[config.mk]
export PLATFORM = sky130hd
export DESIGN_NAME = pwm_duty_cycle_meter
export DESIGN_NICKNAME = d
export VERILOG_FILES = /design/src/rtl/pwmdc_pkg.sv /design/src/rtl/pwmdc_front.sv /design/src/rtl/pwmdc_queue.sv /design/src/rtl/pwmdc_back.sv /design/src/rtl/pwm_duty_cycle_meter.sv
export SDC_FILE = /design/constraint.sdc
export NUM_CORES = 1
export LEC_CHECK = 0
export BUFFER_PORTS_ARGS = -buffer_cell sky130_fd_sc_hd__buf_2
export CORE_MARGIN = 2
export CORE_UTILIZATION = 60
export CTS_CLUSTER_DIAMETER = 30
export DETAILED_ROUTE_END_ITERATION = 8
export PLACE_DENSITY = 0.78
export SYNTH_ARGS = -nofsm -noshare
export SYNTH_HDL_FRONTEND = slang
export SYNTH_SLANG_ARGS = --single-unit
[constraint.sdc]
create_clock -name i_clk -period 15.9 [get_ports i_clk]
set_input_delay 3.18 -clock i_clk [delete_from_list [all_inputs] [get_ports i_clk]]
set_output_delay 3.18 -clock i_clk [all_outputs]
set_load 0.01 [all_outputs]
[src/rtl/pwmdc_pkg.sv]
// Shared types and constants for the PWM duty-cycle meter.
`timescale 1ns / 1ps

package pwmdc_pkg;

    // Capture timer width and derived result widths
    localparam int TIMER_WIDTH  = 16;
    localparam int DUTY_W       = 7;
    localparam int PROD_W       = TIMER_WIDTH + DUTY_W;
    localparam int STEP_W       = $clog2(DUTY_W);

    // Duty constants
    localparam logic [DUTY_W-1:0] DUTY_MAX      = DUTY_W'(100);
    localparam logic [DUTY_W-1:0] DUTY_LIMIT    = DUTY_W'(101);
    localparam logic [DUTY_W-1:0] THRESH_RESET  = DUTY_W'(40);

    // Stream widths
    localparam int S_TDATA_W = 16;
    localparam int S_TUSER_W = 2;
    localparam int M_TDATA_W = 48;
    localparam int M_TUSER_W = 1;

    // Job queue depth
    localparam int QDEPTH   = 2;
    localparam int QPTR_W   = $clog2(QDEPTH);
    localparam int QCNT_W   = $clog2(QDEPTH + 1);

    // One job handed from the capture front end to the duty engine
    typedef struct packed {
        logic                   fault;
        logic [TIMER_WIDTH-1:0] period;
        logic [TIMER_WIDTH-1:0] high;
    } t_job;

endpackage

[src/rtl/pwmdc_front.sv]
// Capture front end: tracks edge timestamps and issues period jobs.
`timescale 1ns / 1ps

module pwmdc_front
    import pwmdc_pkg::*;
(
    input  logic                 i_clk,
    input  logic                 i_rst_n,
    input  logic                 i_valid,
    output logic                 o_ready,
    input  logic                 i_edge_rising,
    input  logic [TIMER_WIDTH-1:0] i_capture_time,
    input  logic                 i_capture_overflow,
    input  logic                 i_q_full,
    output logic                 o_push,
    output t_job                 o_job
);

    logic                   r_await;
    logic                   r_rise_seen;
    logic                   r_halted;
    logic [TIMER_WIDTH-1:0] r_first;
    logic [TIMER_WIDTH-1:0] r_fall;
    logic                   w_xfer;
    logic                   w_live;

    assign o_ready = ~i_q_full;
    assign w_xfer  = i_valid & o_ready;
    assign w_live  = w_xfer & ~r_halted;

    // A job goes out on overflow or on a period-ending rise
    assign o_push       = w_live & (i_capture_overflow | (i_edge_rising & r_await));
    assign o_job.fault  = i_capture_overflow;
    assign o_job.period = i_capture_overflow ? '0 : (i_capture_time - r_first);
    assign o_job.high   = i_capture_overflow ? '0 : (r_fall - r_first);

    // Edge bookkeeping
    always_ff @(posedge i_clk) begin
        if (!i_rst_n) begin
            r_await     <= 1'b0;
            r_rise_seen <= 1'b0;
            r_halted    <= 1'b0;
            r_first     <= '0;
            r_fall      <= '0;
        end else if (w_live) begin
            if (i_capture_overflow) begin
                r_halted <= 1'b1;
            end else if (!i_edge_rising) begin
                if (r_rise_seen) begin
                    r_fall <= i_capture_time;
                end
            end else begin
                r_rise_seen <= 1'b1;
                r_await     <= ~r_await;
                if (!r_await) begin
                    r_first <= i_capture_time;
                end
            end
        end
    end

endmodule

[src/rtl/pwmdc_queue.sv]
// Short job queue between the capture front end and the duty engine.
`timescale 1ns / 1ps

module pwmdc_queue
    import pwmdc_pkg::*;
(
    input  logic i_clk,
    input  logic i_rst_n,
    input  logic i_push,
    input  t_job i_job,
    output logic o_full,
    input  logic i_pop,
    output logic o_empty,
    output t_job o_job
);

    t_job              r_mem [QDEPTH];
    logic [QPTR_W-1:0] r_wr_ptr;
    logic [QPTR_W-1:0] r_rd_ptr;
    logic [QCNT_W-1:0] r_count;
    logic              w_push;
    logic              w_pop;

    assign o_full  = (r_count == QCNT_W'(QDEPTH));
    assign o_empty = (r_count == '0);
    assign o_job   = r_mem[r_rd_ptr];
    assign w_push  = i_push & ~o_full;
    assign w_pop   = i_pop & ~o_empty;

    // Entry storage
    always_ff @(posedge i_clk) begin
        if (w_push) begin
            r_mem[r_wr_ptr] <= i_job;
        end
    end

    // Pointers and fill count
    always_ff @(posedge i_clk) begin
        if (!i_rst_n) begin
            r_wr_ptr <= '0;
            r_rd_ptr <= '0;
            r_count  <= '0;
        end else begin
            if (w_push) begin
                r_wr_ptr <= r_wr_ptr + 1'b1;
            end
            if (w_pop) begin
                r_rd_ptr <= r_rd_ptr + 1'b1;
            end
            if (w_push && !w_pop) begin
                r_count <= r_count + 1'b1;
            end else if (w_pop && !w_push) begin
                r_count <= r_count - 1'b1;
            end
        end
    end

endmodule

[src/rtl/pwmdc_back.sv]
// Duty engine: saturation check, bit-serial divide and result register.
`timescale 1ns / 1ps

module pwmdc_back
    import pwmdc_pkg::*;
(
    input  logic                   i_clk,
    input  logic                   i_rst_n,
    input  logic [DUTY_W-1:0]      i_threshold,
    input  logic                   i_q_empty,
    input  t_job                   i_job,
    output logic                   o_pop,
    output logic                   o_valid,
    input  logic                   i_ready,
    output logic [TIMER_WIDTH-1:0] o_period_ticks,
    output logic [TIMER_WIDTH-1:0] o_high_ticks,
    output logic [DUTY_W-1:0]      o_duty_percent,
    output logic                   o_led_on,
    output logic                   o_bad_period,
    output logic                   o_halted_fault
);

    typedef enum logic [2:0] {
        ST_IDLE,
        ST_MUL,
        ST_CHK,
        ST_DIV,
        ST_OUT
    } t_state;

    t_state                 r_state;
    logic                   r_fault;
    logic [TIMER_WIDTH-1:0] r_per;
    logic [TIMER_WIDTH-1:0] r_hi;
    logic [PROD_W-1:0]      r_prod;
    logic [PROD_W-1:0]      r_lim;
    logic [PROD_W-1:0]      r_rem;
    logic [PROD_W-1:0]      r_div;
    logic [DUTY_W-1:0]      r_quo;
    logic [STEP_W-1:0]      r_step;
    logic                   r_bad;
    logic                   r_led_state;
    logic                   w_fit;
    logic                   w_led;
    logic                   w_out_free;

    assign o_pop      = (r_state == ST_IDLE) & ~i_q_empty;
    assign w_fit      = (r_rem >= r_div);
    assign w_led      = r_fault ? r_led_state : (r_quo > i_threshold);
    assign w_out_free = ~o_valid | i_ready;

    // Sequencer, datapath and result register
    always_ff @(posedge i_clk) begin
        if (!i_rst_n) begin
            r_state     <= ST_IDLE;
            r_led_state <= 1'b0;
            o_valid     <= 1'b0;
        end else begin
            // ST_OUT reloads the result register itself
            if (o_valid && i_ready && (r_state != ST_OUT)) begin
                o_valid <= 1'b0;
            end
            unique case (r_state)
                ST_IDLE: begin
                    if (!i_q_empty) begin
                        r_fault <= i_job.fault;
                        r_per   <= i_job.period;
                        r_hi    <= i_job.high;
                        r_quo   <= '0;
                        r_bad   <= 1'b0;
                        r_state <= i_job.fault ? ST_OUT : ST_MUL;
                    end
                end
                ST_MUL: begin
                    // hi*100 against per*101 tells whether the duty saturates
                    r_prod  <= PROD_W'(r_hi) * PROD_W'(DUTY_MAX);
                    r_lim   <= PROD_W'(r_per) * PROD_W'(DUTY_LIMIT);
                    r_state <= ST_CHK;
                end
                ST_CHK: begin
                    if (r_per == '0) begin
                        r_quo   <= '0;
                        r_bad   <= 1'b1;
                        r_state <= ST_OUT;
                    end else if (r_prod >= r_lim) begin
                        r_quo   <= DUTY_MAX;
                        r_bad   <= 1'b1;
                        r_state <= ST_OUT;
                    end else begin
                        // Quotient below 101 fits in DUTY_W bits
                        r_rem   <= r_prod;
                        r_div   <= PROD_W'(r_per) << (DUTY_W - 1);
                        r_step  <= '0;
                        r_state <= ST_DIV;
                    end
                end
                ST_DIV: begin
                    // Restoring divide, one quotient bit a cycle
                    if (w_fit) begin
                        r_rem <= r_rem - r_div;
                    end
                    r_quo  <= {r_quo[DUTY_W-2:0], w_fit};
                    r_div  <= r_div >> 1;
                    r_step <= r_step + 1'b1;
                    if (r_step == STEP_W'(DUTY_W - 1)) begin
                        r_state <= ST_OUT;
                    end
                end
                ST_OUT: begin
                    if (w_out_free) begin
                        o_valid        <= 1'b1;
                        o_period_ticks <= r_per;
                        o_high_ticks   <= r_hi;
                        o_duty_percent <= r_quo;
                        o_led_on       <= w_led;
                        o_bad_period   <= r_bad;
                        o_halted_fault <= r_fault;
                        r_led_state    <= w_led;
                        r_state        <= ST_IDLE;
                    end
                end
                default: begin
                    r_state <= ST_IDLE;
                end
            endcase
        end
    end

endmodule

[src/rtl/pwm_duty_cycle_meter.sv]
// Top level of the PWM duty-cycle meter: stream ports, threshold register.
`timescale 1ns / 1ps
// A period-ending rise or an overflow gives a result at the output; fault
// results skip the multiply, check and divide, and zero or saturated periods
// skip the divide. Other edges give no result.
// Edges with no result are taken every cycle while the two-entry job queue
// has room; the duty engine takes a new job only once it has finished the
// last one, using its 7-step serial divider. Reset (synchronous, active low)
// clears edge state, halt, indicator and queue, and sets the threshold to 40.

module pwm_duty_cycle_meter
    import pwmdc_pkg::*;
(
    input  logic                 i_clk,
    input  logic                 i_rst_n,
    // Configuration write: duty_threshold
    input  logic                 i_cfg_valid,
    output logic                 o_cfg_ready,
    input  logic [DUTY_W-1:0]    i_cfg_data,
    // Capture stream
    input  logic                 s_axis_tvalid,
    output logic                 s_axis_tready,
    input  logic [S_TDATA_W-1:0] s_axis_tdata,  // [15:0] capture_time
    input  logic [S_TUSER_W-1:0] s_axis_tuser,  // [0] edge_rising, [1] capture_overflow
    // Result stream
    output logic                 m_axis_tvalid,
    input  logic                 m_axis_tready,
    // [15:0] period_ticks, [31:16] high_ticks, [38:32] duty_percent,
    // [39] led_on, [40] bad_period, [47:41] zero
    output logic [M_TDATA_W-1:0] m_axis_tdata,
    output logic [M_TUSER_W-1:0] m_axis_tuser   // [0] halted_fault
);

    logic [DUTY_W-1:0]      r_threshold;
    logic                   w_push;
    t_job                   w_push_job;
    logic                   w_full;
    logic                   w_pop;
    logic                   w_empty;
    t_job                   w_head_job;
    logic [TIMER_WIDTH-1:0] w_period;
    logic [TIMER_WIDTH-1:0] w_high;
    logic [DUTY_W-1:0]      w_duty;
    logic                   w_led;
    logic                   w_bad;
    logic                   w_fault;

    // Threshold register
    assign o_cfg_ready = 1'b1;
    always_ff @(posedge i_clk) begin
        if (!i_rst_n) begin
            r_threshold <= THRESH_RESET;
        end else if (i_cfg_valid) begin
            r_threshold <= i_cfg_data;
        end
    end

    pwmdc_front u_front (
        .i_clk              (i_clk),
        .i_rst_n            (i_rst_n),
        .i_valid            (s_axis_tvalid),
        .o_ready            (s_axis_tready),
        .i_edge_rising      (s_axis_tuser[0]),
        .i_capture_time     (s_axis_tdata[TIMER_WIDTH-1:0]),
        .i_capture_overflow (s_axis_tuser[1]),
        .i_q_full           (w_full),
        .o_push             (w_push),
        .o_job              (w_push_job)
    );

    pwmdc_queue u_queue (
        .i_clk   (i_clk),
        .i_rst_n (i_rst_n),
        .i_push  (w_push),
        .i_job   (w_push_job),
        .o_full  (w_full),
        .i_pop   (w_pop),
        .o_empty (w_empty),
        .o_job   (w_head_job)
    );

    pwmdc_back u_back (
        .i_clk          (i_clk),
        .i_rst_n        (i_rst_n),
        .i_threshold    (r_threshold),
        .i_q_empty      (w_empty),
        .i_job          (w_head_job),
        .o_pop          (w_pop),
        .o_valid        (m_axis_tvalid),
        .i_ready        (m_axis_tready),
        .o_period_ticks (w_period),
        .o_high_ticks   (w_high),
        .o_duty_percent (w_duty),
        .o_led_on       (w_led),
        .o_bad_period   (w_bad),
        .o_halted_fault (w_fault)
    );

    // Result packing
    assign m_axis_tdata = {7'b0, w_bad, w_led, w_duty, w_high, w_period};
    assign m_axis_tuser = w_fault;

endmodule

==> key figures <==
Status
  • Outcome: finished clean

Timing
  • Slew headroom: 0.268
  • Slack of the critical path: 10.27 ns
  • Hold WS: 0.421 ns
  • Min Tclk post-route: 5.63 ns
  • Fin crit share: 0.354
  • Post-Route Skew: 0.0258 ns
  • Fmax: 178 MHz
  • Final setup viols: 0
  • Final Hold Vio Count: 0
  • Setup_tns: 0 ns
  • Worst-margin pin slew: 1.09 ns
  • Fin. max-slew vios: 0
  • RSZ-0062 raised after global routing: no

CTS
  • Root cell of the clock tree: clkbuf_16
  • Skew-Pair Late Insertion Delay: 0.57 ns
  • Clock slew at reported path FFs: 0.05 ns
  • TritonCTS Buffers: 57
  • Clk buf depth: 3
  • Resized cells post-CTS: 0
  • Postcts setup bufs: 0
  • Clock sinks: 293
  • CTS Hold Buffers Added: 0
  • Htree depth: 2
  • CTS tree: yes

Synthesis
  • Seq/Total Area, Yosys: 0.479
  • Synth unique cells: 70
  • Dominant synthesized flop cell: edfxtp_1
  • Post-synth EDFFs: 241
  • Post-synthesis register bit count: 293
  • Syn Inst Count: 1564
  • Post-Syn Area per Cell: 11.0 µm²
  • Synth Cell Area: 0.0173 mm²
  • Post-synth ARST share: 0
  • Ys Warns: 0

Setup path
  • Worst EP required: 16.19 ns
  • Crit-path max FO: 3
  • CP Class: in -> reg
  • Sum of buffers and inverters on the critical path: 3
  • Critical-path cell list: buf_2 > inv_1 > ha_1 > inv_1 > fa_1 > a21o_1 > a21oi_1 > o21ai_0 > o211a_1 > a41o_1 > o41ai_1 > o21ai_0 > mux2i_1
  • Top delay family on crit path: compound AO/OA/AOI/OAI gates
  • CP peak stage delay: 0.49 ns
  • Worst path slowest cell: o41ai_1
  • Critical Path Sink Type: flop
  • CP Launch Type: input port
  • Critical path arrival: 5.92 ns

Drt
  • Wire length per cell: 17.0 µm
  • Routed vias: 11600
  • Number of vias per cell: 5.53
  • Iteration-0 DRC count of the detailed router: 598
  • Final WL: 35700 µm
  • DR pass1 iterations: 5
  • Antenna Violating Nets Remaining: 0
  • DRC errors left: 0

Pwr
  • Combinational power share: 0.408
  • Register share of total power: 0.285
  • Internal: 2.55 mW
  • Static leakage: 8.70 nW
  • Sw frac: 0.352
  • Power Total: 3.93 mW
  • Max VDD drop: 0.121 mV
  • Clock share of power: 0.306
  • Sw Pwr: 1.38 mW
  • Power Dens Cells: 197 mW/mm²

Final layout
  • Final core utilization: 0.701
  • Diodes inserted: 0
  • Post-Layout Cell Count: 2101
  • Share of post-route cells with drive strength above 1: 0.136
  • Layout area overhead: 15.8%
  • Final Cell Area: 0.0200 mm²
  • Post-layout nets: 1944

Global route
  • Total GRT Usage: 0.241
  • Initial antenna violation count: 0
  • Grt ovf: 0
  • First-pass GRT wire length: 58700 µm
  • Vias in the first global route: 12000
  • Pin count of the biggest net entering global routing: 56

Placement
  • Placed Area: 0.0180 mm²
  • Worst Setup Slack post-DPL: 9.77 ns
  • Placed insts: 1993
  • Post-DP HPWL: 25500 µm
  • Final GP Congestion: 0.895
  • Port buffer count: 73

Floorplan
  • DIE WIDTH: 174 µm
  • Core area: 0.0285 mm²
  • Row count: 62
  • Die area: 0.0302 mm²
  • Total I/O pin count: 82
  • Die height: 174 µm
  • Starting Density: 0.605

Min path
  • HP Class: reg -> reg

Flow run
  • Max-Cap Viols: 0
[cells in the final DEF, fill, tap and decap left out, types with 9 or more instances in the layout]
cell,count
nor2_1,114
buf_2,73
xnor2_1,45
clkinv_2,10
nand2_1,136
buf_4,9
ha_1,211
inv_1,210
a21o_1,17
nand2b_1,9
o21ai_0,59
fa_1,35
xor2_1,30
nand3_1,19
nor3_1,29
clkinvlp_4,10
a21oi_1,86
edfxtp_1,241
clkbuf_16,58
mux2i_1,22
a211oi_1,10
nor2b_1,14
mux2_2,34
o21bai_1,11
dfxtp_1,52
nand4_1,10
o21a_1,13
[cell usage after synthesis, types with 7 or more instances]
library cell | n | area share
xor2_1 | 30 | 0.015
a31oi_1 | 8 | 0.0029
ha_1 | 211 | 0.15
nor2b_1 | 14 | 0.0051
o21bai_1 | 11 | 0.0048
or3_1 | 7 | 0.0025
edfxtp_1 | 241 | 0.42
dfxtp_1 | 52 | 0.060
inv_1 | 210 | 0.046
clkbuf_1 | 27 | 0.0059
nand2b_1 | 9 | 0.0033
mux2i_1 | 22 | 0.013
nand4_1 | 10 | 0.0036
xnor2_1 | 45 | 0.023
and2_1 | 7 | 0.0025
a211oi_1 | 10 | 0.0043
nor2_1 | 115 | 0.025
a21oi_1 | 86 | 0.025
buf_4 | 10 | 0.0043
nor3_1 | 29 | 0.0084
o211ai_1 | 7 | 0.0030
nand2_1 | 136 | 0.030
fa_1 | 35 | 0.041
nand3_1 | 19 | 0.0055
mux2_2 | 34 | 0.022
a21o_1 | 17 | 0.0074
o21ai_0 | 59 | 0.017
o21a_1 | 13 | 0.0056
and3_1 | 8 | 0.0029
[sequential cells by signal, summed over array words and instances, names as in the netlist, 2 cells and up, named ones only]
register               count
u_back.r_state             3
u_back.o_duty_percent      7
u_back.r_per              16
r_threshold                7
u_queue.r_count            2
u_back.r_lim              23
u_front.r_first           16
u_back.r_quo               7
u_back.r_hi               16
u_back.r_rem              23
u_back.r_prod             21
u_back.r_step              3
u_back.r_div              22
u_queue.r_mem             66
u_front.r_fall            16
u_back.o_period_ticks     16
u_back.o_high_ticks       16
[final timing paths]
path                             start  slack, ns                              to  cells after the start
max                    s_axis_tdata[0]      10.27  u_queue.r_mem[0][30]$_DFFE_PP_                     13
min             u_back.r_bad$_DFFE_PP_       0.42   u_back.o_bad_period$_DFFE_PP_                      0
max reg2reg  u_back.r_per[3]$_DFFE_PP_      11.05      u_back.r_lim[22]$_DFFE_PP_                     16
min reg2reg     u_back.r_bad$_DFFE_PP_       0.42   u_back.o_bad_period$_DFFE_PP_                      0
[final cells by class]
type / count / area [µm²]
timing repair buffer: 82 / 433
tap: 384 / 480
multi-input combinational: 1024 / 8050
sequential: 293 / 8280
fill: 2014 / 8530
inverter: 210 / 788
clock buffer: 65 / 1480
clock inverter: 43 / 505
[cell families (layout without fill, tap and decap cells)]
family,count (synthesis),in the layout,synth area share
and+or+nand+nor,377,377,0.0985
DFF,293,293,0.479
AOI/OAI and AO/OA,262,262,0.0985
buffers and inverters,253,400,0.0573
adders and majority gates,246,246,0.193
xor gates and xnor gates,75,75,0.0380
muxes,56,56,0.0349
other,2,8,0.000435
[power by group through the flow]
stage | clock network, mW | registers [mW] | logic, mW
floorplan | 0 | 1.10 | 1.26
global placement | 0 | 1.13 | 1.51
detailed placement | 0 | 1.13 | 1.57
CTS | 1.22 | 1.12 | 1.61
global route | 1.25 | 1.13 | 1.82
finish | 1.21 | 1.12 | 1.60
[metal layers]
layer	up-vias	global-route usage	routed length (µm)
met2	264	0.427	18000
met5	-	0	0
met3	92	0.0401	1540
met4	0	0.0998	1280
met1	5572	0.291	14900
li1	5701	-	-
[worst register-to-register path, stage by stage (launching register included)]
cell      delay (ns)
edfxtp_1        0.65
inv_1           0.13
ha_1            0.33
fa_1            0.46
ha_1            0.30
inv_1           0.06
fa_1            0.50
inv_1           0.04
ha_1            0.34
o21ai_0         0.19
nand2_1         0.11
a41oi_2         0.31
o21ai_1         0.15
or4_1           0.43
a31o_2          0.27
a31oi_1         0.22
xnor2_1         0.10
(Power assumes the default switching activity.)
